## config.mk

```make
export PLATFORM = sky130hd
export DESIGN_NAME = splb_ctrl
export DESIGN_NICKNAME = d
export VERILOG_FILES = /design/src/rtl/splb_pkg.sv /design/src/rtl/splb_ctrl.sv
export SDC_FILE = /design/constraint.sdc
export NUM_CORES = 1
export LEC_CHECK = 0
export BUFFER_PORTS_ARGS = -buffer_cell sky130_fd_sc_hd__buf_2
export CAP_MARGIN = 20
export CORE_AREA = 4 4 41 43
export DETAILED_ROUTE_END_ITERATION = 10
export DIE_AREA = 0 0 45 47
export PLACE_DENSITY = 0.33
export SETUP_SLACK_MARGIN = 0.2
export SLEW_MARGIN = 20
export SYNTH_ARGS = -nofsm -noshare
export SYNTH_HDL_FRONTEND = slang
export SYNTH_SLANG_ARGS = --single-unit
export TNS_END_PERCENT = 30
```

## constraint.sdc

```tcl
create_clock -name i_clk -period 0.9 [get_ports i_clk]
set_input_delay 0.135 -clock i_clk [delete_from_list [all_inputs] [get_ports i_clk]]
set_output_delay 0.135 -clock i_clk [all_outputs]
set_load 0.005 [all_outputs]
```

## src/rtl/splb_pkg.sv

```systemverilog
// Shared constants, codes and control types of the sorted price-level book.
// No dependencies; every other file of the block imports this package.
package splb_pkg;

    // Book geometry and field widths
    localparam int BOOK_DEPTH = 64;
    localparam int CNT_W      = $clog2(BOOK_DEPTH + 1);
    localparam int PRICE_W    = 64;
    localparam int SIZE_W     = 32;
    localparam int STATUS_W   = 3;
    localparam int LEVELS_W   = 7;
    localparam int IN_DATA_W  = 96;
    localparam int IN_USER_W  = 1;
    localparam int OUT_DATA_W = 208;
    localparam int OUT_USER_W = 3;

    // Side update operations
    typedef logic [1:0] t_op;
    localparam t_op OP_NONE   = 2'd0;
    localparam t_op OP_UPDATE = 2'd1;
    localparam t_op OP_INSERT = 2'd2;
    localparam t_op OP_ERASE  = 2'd3;

    // Result status codes
    typedef logic [STATUS_W-1:0] t_status;
    localparam t_status ST_UPDATED  = 3'd0;
    localparam t_status ST_INSERTED = 3'd1;
    localparam t_status ST_ERASED   = 3'd2;
    localparam t_status ST_MISSED   = 3'd3;
    localparam t_status ST_FULL     = 3'd4;

    // Controller -> datapath
    typedef struct packed {
        logic    cap;       // capture key and compare vectors
        t_op     op;        // operation for the keyed side
        t_status status;    // status of the result being loaded
        logic    out_load;  // load output register
    } t_cmd;

    // Datapath -> controller
    typedef struct packed {
        logic hit;        // price present on keyed side
        logic full;       // keyed side holds BOOK_DEPTH levels
        logic size_zero;  // update size is zero (erase request)
    } t_stat;

endpackage

```

## src/rtl/splb_ctrl.sv

```systemverilog
// Controller: accept/apply sequencing, status decision and output valid.
// Depends on splb_pkg.
module splb_ctrl (
    input  logic            i_clk,
    input  logic            i_rst_n,
    input  logic            i_in_valid,
    output logic            o_in_ready,
    output logic            o_out_valid,
    input  logic            i_out_ready,
    input  splb_pkg::t_stat i_stat,
    output splb_pkg::t_cmd  o_cmd
);
    import splb_pkg::*;

    localparam logic S_IDLE  = 1'b0;
    localparam logic S_APPLY = 1'b1;

    logic    r_state;
    logic    n_state;
    logic    r_out_valid;
    logic    n_out_valid;
    logic    go;
    t_op     dec_op;
    t_status dec_status;

    // Decide the operation and status from the captured compares
    always_comb begin
        if (i_stat.size_zero) begin
            dec_op     = i_stat.hit ? OP_ERASE : OP_NONE;
            dec_status = i_stat.hit ? ST_ERASED : ST_MISSED;
        end else if (i_stat.hit) begin
            dec_op     = OP_UPDATE;
            dec_status = ST_UPDATED;
        end else if (i_stat.full) begin
            dec_op     = OP_NONE;
            dec_status = ST_FULL;
        end else begin
            dec_op     = OP_INSERT;
            dec_status = ST_INSERTED;
        end
    end

    // Apply only when the output register is free
    assign go = (r_state == S_APPLY) && (!r_out_valid || i_out_ready);

    assign o_in_ready   = r_state == S_IDLE;
    assign o_cmd.cap    = (r_state == S_IDLE) && i_in_valid;
    assign o_cmd.op     = go ? dec_op : OP_NONE;
    assign o_cmd.status = dec_status;
    assign o_cmd.out_load = go;
    assign o_out_valid  = r_out_valid;

    // Next state
    always_comb begin
        n_state = r_state;
        case (r_state)
            S_IDLE: begin
                if (i_in_valid) n_state = S_APPLY;
            end
            S_APPLY: begin
                if (go) n_state = S_IDLE;
            end
            default: n_state = S_IDLE;
        endcase
    end

    // Output beat pending
    always_comb begin
        if (go) begin
            n_out_valid = 1'b1;
        end else if (i_out_ready) begin
            n_out_valid = 1'b0;
        end else begin
            n_out_valid = r_out_valid;
        end
    end

    always_ff @(posedge i_clk) begin
        if (!i_rst_n) begin
            r_state     <= S_IDLE;
            r_out_valid <= 1'b0;
        end else begin
            r_state     <= n_state;
            r_out_valid <= n_out_valid;
        end
    end

endmodule

```

# Word-level counts from Yosys, hierarchy flattened
# Index checks and enable logic that the tools add are counted.
[totals]
regBits = 2
wordCells = 22
out_inout_bits = 9
inputBits = 7
[op_classes]
n_bitwise = 1
n_mux = 14
reduce_logical = 5
[ops]
columns = ["operator", "n"]
rows = [
  ["2-bit 2-to-1 mux", 5],
  ["3-bit 2-to-1 mux", 3],
  ["1-bit 2-to-1 mux", 5],
  ["1-bit logical AND", 2],
  ["1-bit case mux with 2 select lines", 1],
  ["2-bit nonzero test", 1],
  ["1-bit zero test", 1],
  ["1-bit logical OR", 1],
  ["1-bit NOT", 1],
]

# Longest topological paths before layout
# Gate-level depths: netlist (run 1).
[logic_depth]
depth_word = 5
depth_mapped = 3
ltp_nobuf = 2

# Least setup slack after synthesis (run 1)
# No wires, ideal clock.
[synth_path]
path_kind = "reg-to-output"
startpoint = "register r_out_valid (netlist: o_out_valid)"
endpoint = "output o_cmd[0] (netlist name)"
stages_incl_launch_ff = 4
arrival_ps = 694
path_buffers = 1
setup_slack_ps = 71
required_ps = 765
cell_sequence = "dfxtp_1 -> nand2b_1 -> and2_1 -> buf_4"
[synth_via]
elab_chain_cells = 3
[synth_rtl]
columns = ["element", "line", "source"]
rows = [
  ["start: declaration", "splb_ctrl.sv:20", "logic r_out_valid;"],
  ["start signal: assignment", "splb_ctrl.sv:84", "r_out_valid <= n_out_valid;"],
  ["1-bit zero test", "splb_ctrl.sv:44", "assign go = (r_state == S_APPLY) && (!r_out_valid || i_out_ready);"],
  ["1-bit logical OR", "splb_ctrl.sv:44", ""],
  ["1-bit logical AND", "splb_ctrl.sv:44", ""],
  ["end: declaration", "splb_ctrl.sv:11", "output splb_pkg::t_cmd o_cmd"],
]
# Every way passes these cells.

==> results of run 1 <==
[stage by stage]
stage | setup WS, ns | power [mW] | hold WS [ns] | util, %
after floorplan | 0.1124 | 0.1327 | 0.2525 | -
after global placement | 0.03840 | 0.1674 | 0.3573 | 17.69
after detailed placement | 0.03304 | 0.1693 | 0.3565 | 17.69
after CTS | -0.1634 | 0.3894 | 0.1206 | 21.73
after global routing | -0.1532 | 0.4298 | 0.1314 | 24.42
final | -0.1115 | 0.3915 | 0.1298 | 24.42
[critical path: cells and delay by family, from the launching register on]
kind	cells	cell delay (ns)
DFF	1	0.34
buffers and inverters	1	0.11
and+or+nand+nor	2	0.21
[power breakdown]
group	switching (mW)	internal (mW)
combinational	0.0351	0.0608
sequential	0.00702	0.0945
clock	0.0472	0.147
total	0.0894	0.302
[placed cells by master (no fill, tap or decap), drive strengths merged]
| master | netlist | layout |
|---|---|---|
| nor2b | 1 | 1 |
| inv | 2 | 2 |
| nor3b | 1 | 1 |
| o21a | 1 | 1 |
| buf | 2 | 16 |
| nor3 | 1 | 1 |
| dfxtp | 2 | 2 |
| a21oi | 1 | 1 |
| and3 | 1 | 1 |
| a21boi | 1 | 1 |
| nand2b | 1 | 1 |
| o211a | 1 | 1 |
| and3b | 1 | 1 |
| clkbuf | 0 | 3 |
| and2 | 2 | 2 |
[per-layer routing]
layer	vias to the layer above	routed length, um	global-route usage (%)
met2	2	368	8.757
met1	93	135	3.829
met3	0	11	2.299
li1	95	-	-
met5	-	0	0
met4	0	0	5.263
[area by class of cell]
cell class / count / share of cell area (%)
timing repair buffer: 16 / 35.83
multi-input combinational: 12 / 34.65
sequential: 2 / 14.17
clock buffer: 3 / 7.087
tap: 15 / 5.906
inverter: 2 / 2.362
[kinds of logic after synthesis]
kind of cell	count (synthesis)	share of synthesized area [%]
compound gates	4	20.00
simple gates	8	38.35
buf+inv	4	15.00
flops	2	26.67
[cell usage after synthesis]
library cell / number / area (um2)
nor2b_1: 1 / 6.260
and2_1: 1 / 6.260
inv_1: 2 / 7.510
a21boi_0: 1 / 7.510
nor3_2: 1 / 10.01
nor3b_1: 1 / 7.510
a21oi_1: 1 / 5.000
and3_1: 1 / 6.260
nand2b_1: 1 / 6.260
buf_4: 2 / 15.01
dfxtp_1: 2 / 40.04
and3b_1: 1 / 8.760
o211a_1: 1 / 10.01
o21a_1: 1 / 7.510
and2_0: 1 / 6.260
[worst paths after layout]
kind	start	endpoint	slack [ns]	depth (start not counted)
setup / recovery	o_out_valid$_SDFFE_PN0P_	o_cmd[4]	-0.11	3
hold / removal	i_rst_n	r_state$_SDFF_PN0_	0.13	2
setup reg to reg	o_out_valid$_SDFFE_PN0P_	r_state$_SDFF_PN0_	0.02	3
hold reg to reg	o_out_valid$_SDFFE_PN0P_	o_out_valid$_SDFFE_PN0P_	0.52	2
[flip-flops by register name (all words and copies together), names as in the netlist]
signal,cells
r_state,1
o_out_valid,1
[timing repair]
action                                  4_1_cts  5_1_grt
pin swaps                                     0        4
setup buffers                                 0        1
hold buffers                                  0        0
endpoints found under the setup margin        9       10
resized for setup                             7        8
==> impl_metrics.env, run 1 <==
export IMPL_area_growth_pct=111.7
export IMPL_diodes=0
export IMPL_grt_first_pass_wirelength_um=696
export IMPL_cts_num_sinks=2
export IMPL_fillCellCount=147
export IMPL_fin_ws_ns=-0.1115
export IMPL_io_pins=16
export IMPL_hold_viol=0
export IMPL_dieWidth_um=45
export IMPL_crit_path_start_kind="flop"
export IMPL_tritoncts="built"
export IMPL_start_util_pct=11.54
export IMPL_num_rows=13
export IMPL_criticalPathCategory="flop to output port"
export IMPL_wire_per_inst_um=10.32
export IMPL_via_per_inst=3.800
export IMPL_place_congestion=0.6855
export IMPL_routed_wl_um=516
export IMPL_netlist_instances=18
export IMPL_synthesis_nets=25
export IMPL_fin_worst_skew_ns=0.0005556
export IMPL_slowest_delay_ns=0.34
export IMPL_die_height_um=47
export IMPL_fin_cells=50
export IMPL_worstSkewPairLatency_ns=0.22
export IMPL_drive_gt1_share_pct=77.14
export IMPL_p_leak_nw=0.1671
export IMPL_dpl_cell_area_um2=230.2
export IMPL_syn_area_um2=150.1
export IMPL_max_slew_margin_pct=91.17
export IMPL_drcViolationCount=0
export IMPL_grt_usage_pct=4.961
export IMPL_finalSetupViolCount=5
export IMPL_drv_cap=0
export IMPL_dieArea_um2=2115
export IMPL_report_final_slew_viol_count=0
export IMPL_vias=190
export IMPL_clk_pin_slew_ns=0.03
export IMPL_placed_cells=46
export IMPL_finalCritPeriodShare_pct=112.4
export IMPL_rsz0062_at_grt="true"
export IMPL_clock_root_buffer="clkbuf_4"
export IMPL_fin_crit_ns=1.011
export IMPL_port_buffers=15
export IMPL_irDropWorstVdd_mv=0.4786
export IMPL_seqCellArea_um2=45.04
export IMPL_path_cells="nand2b_4 -> and3_4 -> buf_6"
export IMPL_fin_area_um2=317.8
export IMPL_synth_seq_cells=2
export IMPL_worstMarginPinSlew_ns=0.1313
export IMPL_cp_max_fo=4
export IMPL_p_per_area_nw_per_um2=1232
export IMPL_drtAntennaViolNets=0
export IMPL_gr_total_overflow=0
export IMPL_hpwl_um=395.8
export IMPL_grt_antenna_before_repair=0
export IMPL_h_tree_depth=1
export IMPL_status="finished, violations left"
export IMPL_crit_path_end_kind="output port"
export IMPL_drtIter0Drc=1
export IMPL_multi_input_area_um2=110.1
export IMPL_ys_seq_area_share_pct=26.67
export IMPL_critical_path_slowest_cell="dfxtp_2"
export IMPL_critPathRequiredTime_ns=0.76
export IMPL_ys_warn_count=0
export IMPL_tns_ns=-0.3582
export IMPL_clk_path_buf_depth=2
export IMPL_grt_max_degree=7
export IMPL_hold_class="input pin to flop"
export IMPL_nets=44
export IMPL_violations="negative setup slack"
export IMPL_cp_arrival_ns=0.88
export IMPL_dr_pass1_iters=2
export IMPL_core_area_um2=1301
export IMPL_yosysUniqueCellTypes=15
export IMPL_grt_pass1_vias=180
export IMPL_fmax_mhz=988.6
export IMPL_cts_made_buffers=3
export IMPL_synth_avg_cell_area_um2=8.341
No activity file was read; power rests on OpenSTA's default activity.
==> run 2, diff against run 1 <==
Settings changed: HOLD_SLACK_MARGIN set to 0.1, SKIP_CTS_REPAIR_TIMING set to 1.
==> run 2 against run 1 <==
Effect of this change: clock-buffer cell count unchanged; sequential power about the same; the flow still finishes with violations (negative setup slack); critical endpoint unchanged; worst setup slack got worse by 0.038 ns; design area decreased by 3.5%; die area unchanged; combinational power decreased by 7.5%.
==> impl_metrics.env, run 2 (synthesis results as in run 1) <==
export IMPL_path_cells="nand2b_4 -> and3_4 -> buf_6"
export IMPL_criticalPathCategory="flop to output port"
export IMPL_fin_cells=49
export IMPL_placed_cells=46
export IMPL_net_switching_power_mw=0.08975
export IMPL_rsz0062_at_grt="true"
export IMPL_clk_pin_slew_ns=0.03
export IMPL_crit_path_end_kind="output port"
export IMPL_finalSetupViolCount=4
export IMPL_drive_gt1_share_pct=76.47
export IMPL_grt_usage_pct=5.118
export IMPL_diodes=0
export IMPL_fin_ws_ns=-0.1492
export IMPL_routed_wl_um=513
export IMPL_swShare_pct=23.25
export IMPL_fin_worst_skew_ns=0.0005558
export IMPL_via_per_inst=3.796
export IMPL_irDropWorstVdd_mv=0.4920
export IMPL_nets=43
export IMPL_cp_arrival_ns=0.91
export IMPL_grt_max_degree=7
export IMPL_place_congestion=0.6855
export IMPL_p_per_area_nw_per_um2=1260
export IMPL_mostFrequentLayoutCell="buf_2"
export IMPL_grt_antenna_before_repair=0
export IMPL_p_int_mw=0.2963
export IMPL_fmax_mhz=953.1
export IMPL_fillCellCount=149
export IMPL_hold_viol=0
export IMPL_status="finished, violations left"
export IMPL_p_clk_share_pct=50.3
export IMPL_core_area_um2=1301
export IMPL_drtIter0Drc=0
export IMPL_h_tree_depth=1
export IMPL_io_pins=16
export IMPL_clock_root_buffer="clkbuf_4"
export IMPL_reg2regPathDepth=2
export IMPL_gr_total_overflow=0
export IMPL_fin_crit_ns=1.049
export IMPL_p_leak_nw=0.1651
export IMPL_cts_num_sinks=2
export IMPL_power_frac_seq_pct=26.7
export IMPL_multi_input_area_um2=112.6
export IMPL_num_rows=13
export IMPL_final_cell_mix="buf_2 (11), buf_6 (4), clkbuf_4 (3)"
export IMPL_cts_made_buffers=3
export IMPL_hold_end="r_state$_SDFF_PN0_"
export IMPL_dr_pass1_iters=1
export IMPL_min_path_cells=2
export IMPL_power_frac_comb_pct=23.0
export IMPL_dieArea_um2=2115
export IMPL_crit_path_start_kind="flop"
export IMPL_clk_path_buf_depth=2
export IMPL_finalPower_mw=0.3861
export IMPL_wire_per_inst_um=10.47
export IMPL_dpl_cell_area_um2=230.2
export IMPL_tritoncts="built"
export IMPL_reg2reg_slack_ns=0.11
export IMPL_tns_ns=-0.4033
export IMPL_finalCritPeriodShare_pct=116.6
export IMPL_cp_max_fo=4
export IMPL_holdCritStartpoint="i_rst_n"
export IMPL_worstMarginPinSlew_ns=0.1315
export IMPL_fin_area_um2=306.5
export IMPL_vias=186
export IMPL_drv_cap=0
export IMPL_die_height_um=47
export IMPL_rr_startpoint="r_state$_SDFF_PN0_"
export IMPL_drcViolationCount=0
export IMPL_critical_path_slowest_cell="dfxtp_2"
export IMPL_worstReg2RegEnd="r_state$_SDFF_PN0_"
export IMPL_worstSkewPairLatency_ns=0.22
export IMPL_hold_class="input pin to flop"
export IMPL_critPathRequiredTime_ns=0.76
export IMPL_report_final_slew_viol_count=0
export IMPL_area_growth_pct=104.2
export IMPL_hpwl_um=395.8
export IMPL_start_util_pct=11.54
export IMPL_max_slew_margin_pct=91.15
export IMPL_violations="negative setup slack"
export IMPL_seqCellArea_um2=45.04
export IMPL_grt_first_pass_wirelength_um=724
export IMPL_slowest_delay_ns=0.35
export IMPL_dieWidth_um=45
export IMPL_grt_pass1_vias=188
export IMPL_port_buffers=15
export IMPL_drtAntennaViolNets=0
## run 2: how the worst max path moves through the flow
stage                     to                     start  slack [ns]  cells past startpoint
floorplan           o_cmd[0]  o_out_valid$_SDFFE_PN0P_        0.11                      3
global placement    o_cmd[4]               i_out_ready        0.04                      4
detailed placement  o_cmd[4]               i_out_ready        0.03                      4
CTS                 o_cmd[4]  o_out_valid$_SDFFE_PN0P_       -0.20                      3
global route        o_cmd[4]  o_out_valid$_SDFFE_PN0P_       -0.18                      3
finish              o_cmd[4]  o_out_valid$_SDFFE_PN0P_       -0.15                      3
## run 2: layer usage
metal	GRT usage [%]	up-vias	part of all wire, %
met1	4.279	92	30
li1	-	92	-
met4	5.848	0	0
met5	0	-	0
met3	2.299	0	2.1
met2	8.475	2	68
## run 2: power groups by stage
stage | clock, mW | sequential [mW] | combinational (mW)
3_5_place_dp | 0 | 0.102 | 0.0676
3_3_place_gp | 0 | 0.102 | 0.0659
4_1_cts | 0.211 | 0.101 | 0.0677
5_1_grt | 0.223 | 0.104 | 0.0974
6_report | 0.194 | 0.103 | 0.0888
2_1_floorplan | 0 | 0.101 | 0.0320
## run 2: final cells by class
cell class / count / area share (%)
Timing Repair Buffer: 15 / 32.65
Multi-Input combinational cell: 12 / 36.73
Inverter: 2 / 2.449
Sequential cell: 2 / 14.69
Tap cell: 15 / 6.122
Clock buffer: 3 / 7.347
## run 2: through the flow
stage	worst slack [ns]	util, %	hold slack (ns)
2_1_floorplan	0.1124	-	0.2525
3_3_place_gp	0.03840	17.69	0.3573
3_5_place_dp	0.03304	17.69	0.3565
4_1_cts	-0.2027	19.42	0.1210
5_1_grt	-0.1826	23.56	0.1314
6_report	-0.1492	23.56	0.1301
## run 2: worst max-delay path, delay by kind of cell (launching register included)
| family | cells | cell delay, ns |
|---|---|---|
| buf+inv | 1 | 0.11 |
| flops | 1 | 0.35 |
| simple gates | 2 | 0.24 |
==> run 3, diff against run 2 <==
Settings changed: SETUP_SLACK_MARGIN 0.2 to 0.1.
==> run 3 against run 2 <==
Effect of this change: the flow still finishes with violations (negative setup slack); core utilization down 1.3 points; flip-flop and latch count unchanged; via count down 2.2%; critical path depth unchanged; largest power group unchanged; clock-buffer cell count unchanged; die area unchanged; non-clock buffer count unchanged; worst setup slack about the same; combinational power down 10%; critical endpoint unchanged; total power down 2.3%.
==> impl_metrics.env, run 3 (synthesis results as in run 1) <==
export IMPL_fin_crit_ns=1.049
export IMPL_tritoncts="built"
export IMPL_net_switching_power_mw=0.08705
export IMPL_drive_gt1_share_pct=73.53
export IMPL_path_cells="nand2b_4 -> and3_4 -> buf_6"
export IMPL_grt_max_degree=7
export IMPL_violations="negative setup slack"
export IMPL_dr_pass1_iters=1
export IMPL_place_congestion=0.6855
export IMPL_drv_cap=0
export IMPL_max_slew_margin_pct=91.15
export IMPL_grt_first_pass_wirelength_um=724
export IMPL_cp_max_fo=4
export IMPL_cts_made_buffers=3
export IMPL_met3_usage_pct=2.299
export IMPL_critPathRequiredTime_ns=0.76
export IMPL_fin_area_um2=289.0
export IMPL_core_area_um2=1301
export IMPL_rr_startpoint="r_state$_SDFF_PN0_"
export IMPL_pre_cts_ws_ns=0.03304
export IMPL_grt_usage_pct=5.118
export IMPL_gr_total_overflow=0
export IMPL_cts_num_sinks=2
export IMPL_critical_path_slowest_cell="dfxtp_2"
export IMPL_p_leak_nw=0.1591
export IMPL_finalCritPeriodShare_pct=116.6
export IMPL_cp_startpoint="o_out_valid$_SDFFE_PN0P_"
export IMPL_final_cell_mix="buf_2 (13), clkbuf_4 (3), buf_6 (2)"
export IMPL_power_frac_seq_pct=27.4
export IMPL_status="finished, violations left"
export IMPL_tns_ns=-0.3978
export IMPL_crit_path_start_kind="flop"
export IMPL_num_rows=13
export IMPL_dpl_cell_area_um2=230.2
export IMPL_reg2reg_slack_ns=0.11
export IMPL_report_final_slew_viol_count=0
export IMPL_use_met1_pct=4.279
export IMPL_finalSetupViolCount=4
export IMPL_port_buffers=15
export IMPL_fin_util_pct=22.21
export IMPL_dieArea_um2=2115
export IMPL_criticalPathCategory="flop to output port"
export IMPL_die_height_um=47
export IMPL_drtIter0Drc=0
export IMPL_wire_per_inst_um=9.490
export IMPL_crit_end="o_cmd[4]"
export IMPL_mostFrequentLayoutCell="buf_2"
export IMPL_drcViolationCount=0
export IMPL_worstSkewPairLatency_ns=0.22
export IMPL_fmax_mhz=953.2
export IMPL_worstReg2RegEnd="r_state$_SDFF_PN0_"
export IMPL_slowest_delay_ns=0.35
export IMPL_diodes=0
export IMPL_finalPower_mw=0.3770
export IMPL_crit_path_end_kind="output port"
export IMPL_worstMarginPinSlew_ns=0.1315
export IMPL_p_per_area_nw_per_um2=1304
export IMPL_p_clk_share_pct=51.5
export IMPL_clk_pin_slew_ns=0.03
export IMPL_grt_antenna_before_repair=0
export IMPL_grt_pass1_vias=188
export IMPL_hold_viol=0
export IMPL_irDropWorstVdd_mv=0.4915
export IMPL_p_int_mw=0.2900
export IMPL_power_frac_comb_pct=21.1
export IMPL_use_met2_pct=8.475
export IMPL_cp_num_buf_inv=1
export IMPL_rsz0062_at_grt="true"
export IMPL_nets=43
export IMPL_routed_wl_um=465
export IMPL_fin_ws_ns=-0.1491
export IMPL_dieWidth_um=45
export IMPL_vias=182
export IMPL_clk_path_buf_depth=2
export IMPL_hold_class="input pin to flop"
export IMPL_area_growth_pct=92.50
export IMPL_hpwl_um=395.8
export IMPL_fillCellCount=153
export IMPL_via_per_inst=3.714
export IMPL_fin_worst_skew_ns=0.0005558
export IMPL_drtAntennaViolNets=0
export IMPL_io_pins=16
export IMPL_swShare_pct=23.09
export IMPL_grt_busiest_layer="met2"
export IMPL_clock_root_buffer="clkbuf_4"
export IMPL_cp_arrival_ns=0.91
export IMPL_reg2regPathDepth=2
export IMPL_seqCellArea_um2=45.04
export IMPL_start_util_pct=11.54
export IMPL_worst_path_stages=3
export IMPL_crit_family="flip-flops"
export IMPL_multi_input_area_um2=107.6
export IMPL_h_tree_depth=1
run 3: power by group through the flow:
stage	Clock (mW)	Combinational, mW	Sequential [mW]
6_report	0.194	0.0797	0.103
5_1_grt	0.223	0.0890	0.104
4_1_cts	0.211	0.0677	0.101
3_5_place_dp	0	0.0676	0.102
3_3_place_gp	0	0.0659	0.102
2_1_floorplan	0	0.0320	0.101
run 3: per-stage QoR:
stage	instances	hold slack (ns)
final	49	0.1301
after CTS	49	0.1210
after global routing	49	0.1314
after global placement	46	0.3573
after floorplan	18	0.2525
after detailed placement	46	0.3565
run 3: worst min-delay path by stage:
stage	slack, ns	end	start	cells past startpoint
CTS	0.12	r_state$_SDFF_PN0_	i_rst_n	2
finish	0.13	r_state$_SDFF_PN0_	i_rst_n	2
floorplan	0.25	r_state$_SDFF_PN0_	i_rst_n	1
global placement	0.36	r_state$_SDFF_PN0_	i_rst_n	2
detailed placement	0.36	r_state$_SDFF_PN0_	i_rst_n	2
global route	0.13	r_state$_SDFF_PN0_	i_rst_n	2
run 3: layer usage:
| metal | up-vias | routed length, um | part of all wire, % |
|---|---|---|---|
| met5 | - | 0 | 0 |
| met4 | 0 | 0 | 0 |
| met3 | 0 | 11 | 2.4 |
| met2 | 2 | 316 | 68 |
| met1 | 88 | 137 | 29 |
| li1 | 92 | - | - |
run 3: cell type report:
class | instances | share of cell area, %
flip-flops and latches | 2 | 15.58
well taps | 15 | 6.494
inverters | 2 | 2.597
clock buffers | 3 | 7.792
repair buffers | 15 | 30.30
multi-input cells | 12 | 37.23
run 3: worst register-to-register path, stage by stage, from the launching register on:
cell and delay [ns]:
dfxtp_4 0.36, and3b_1 0.17, o21a_1 0.15
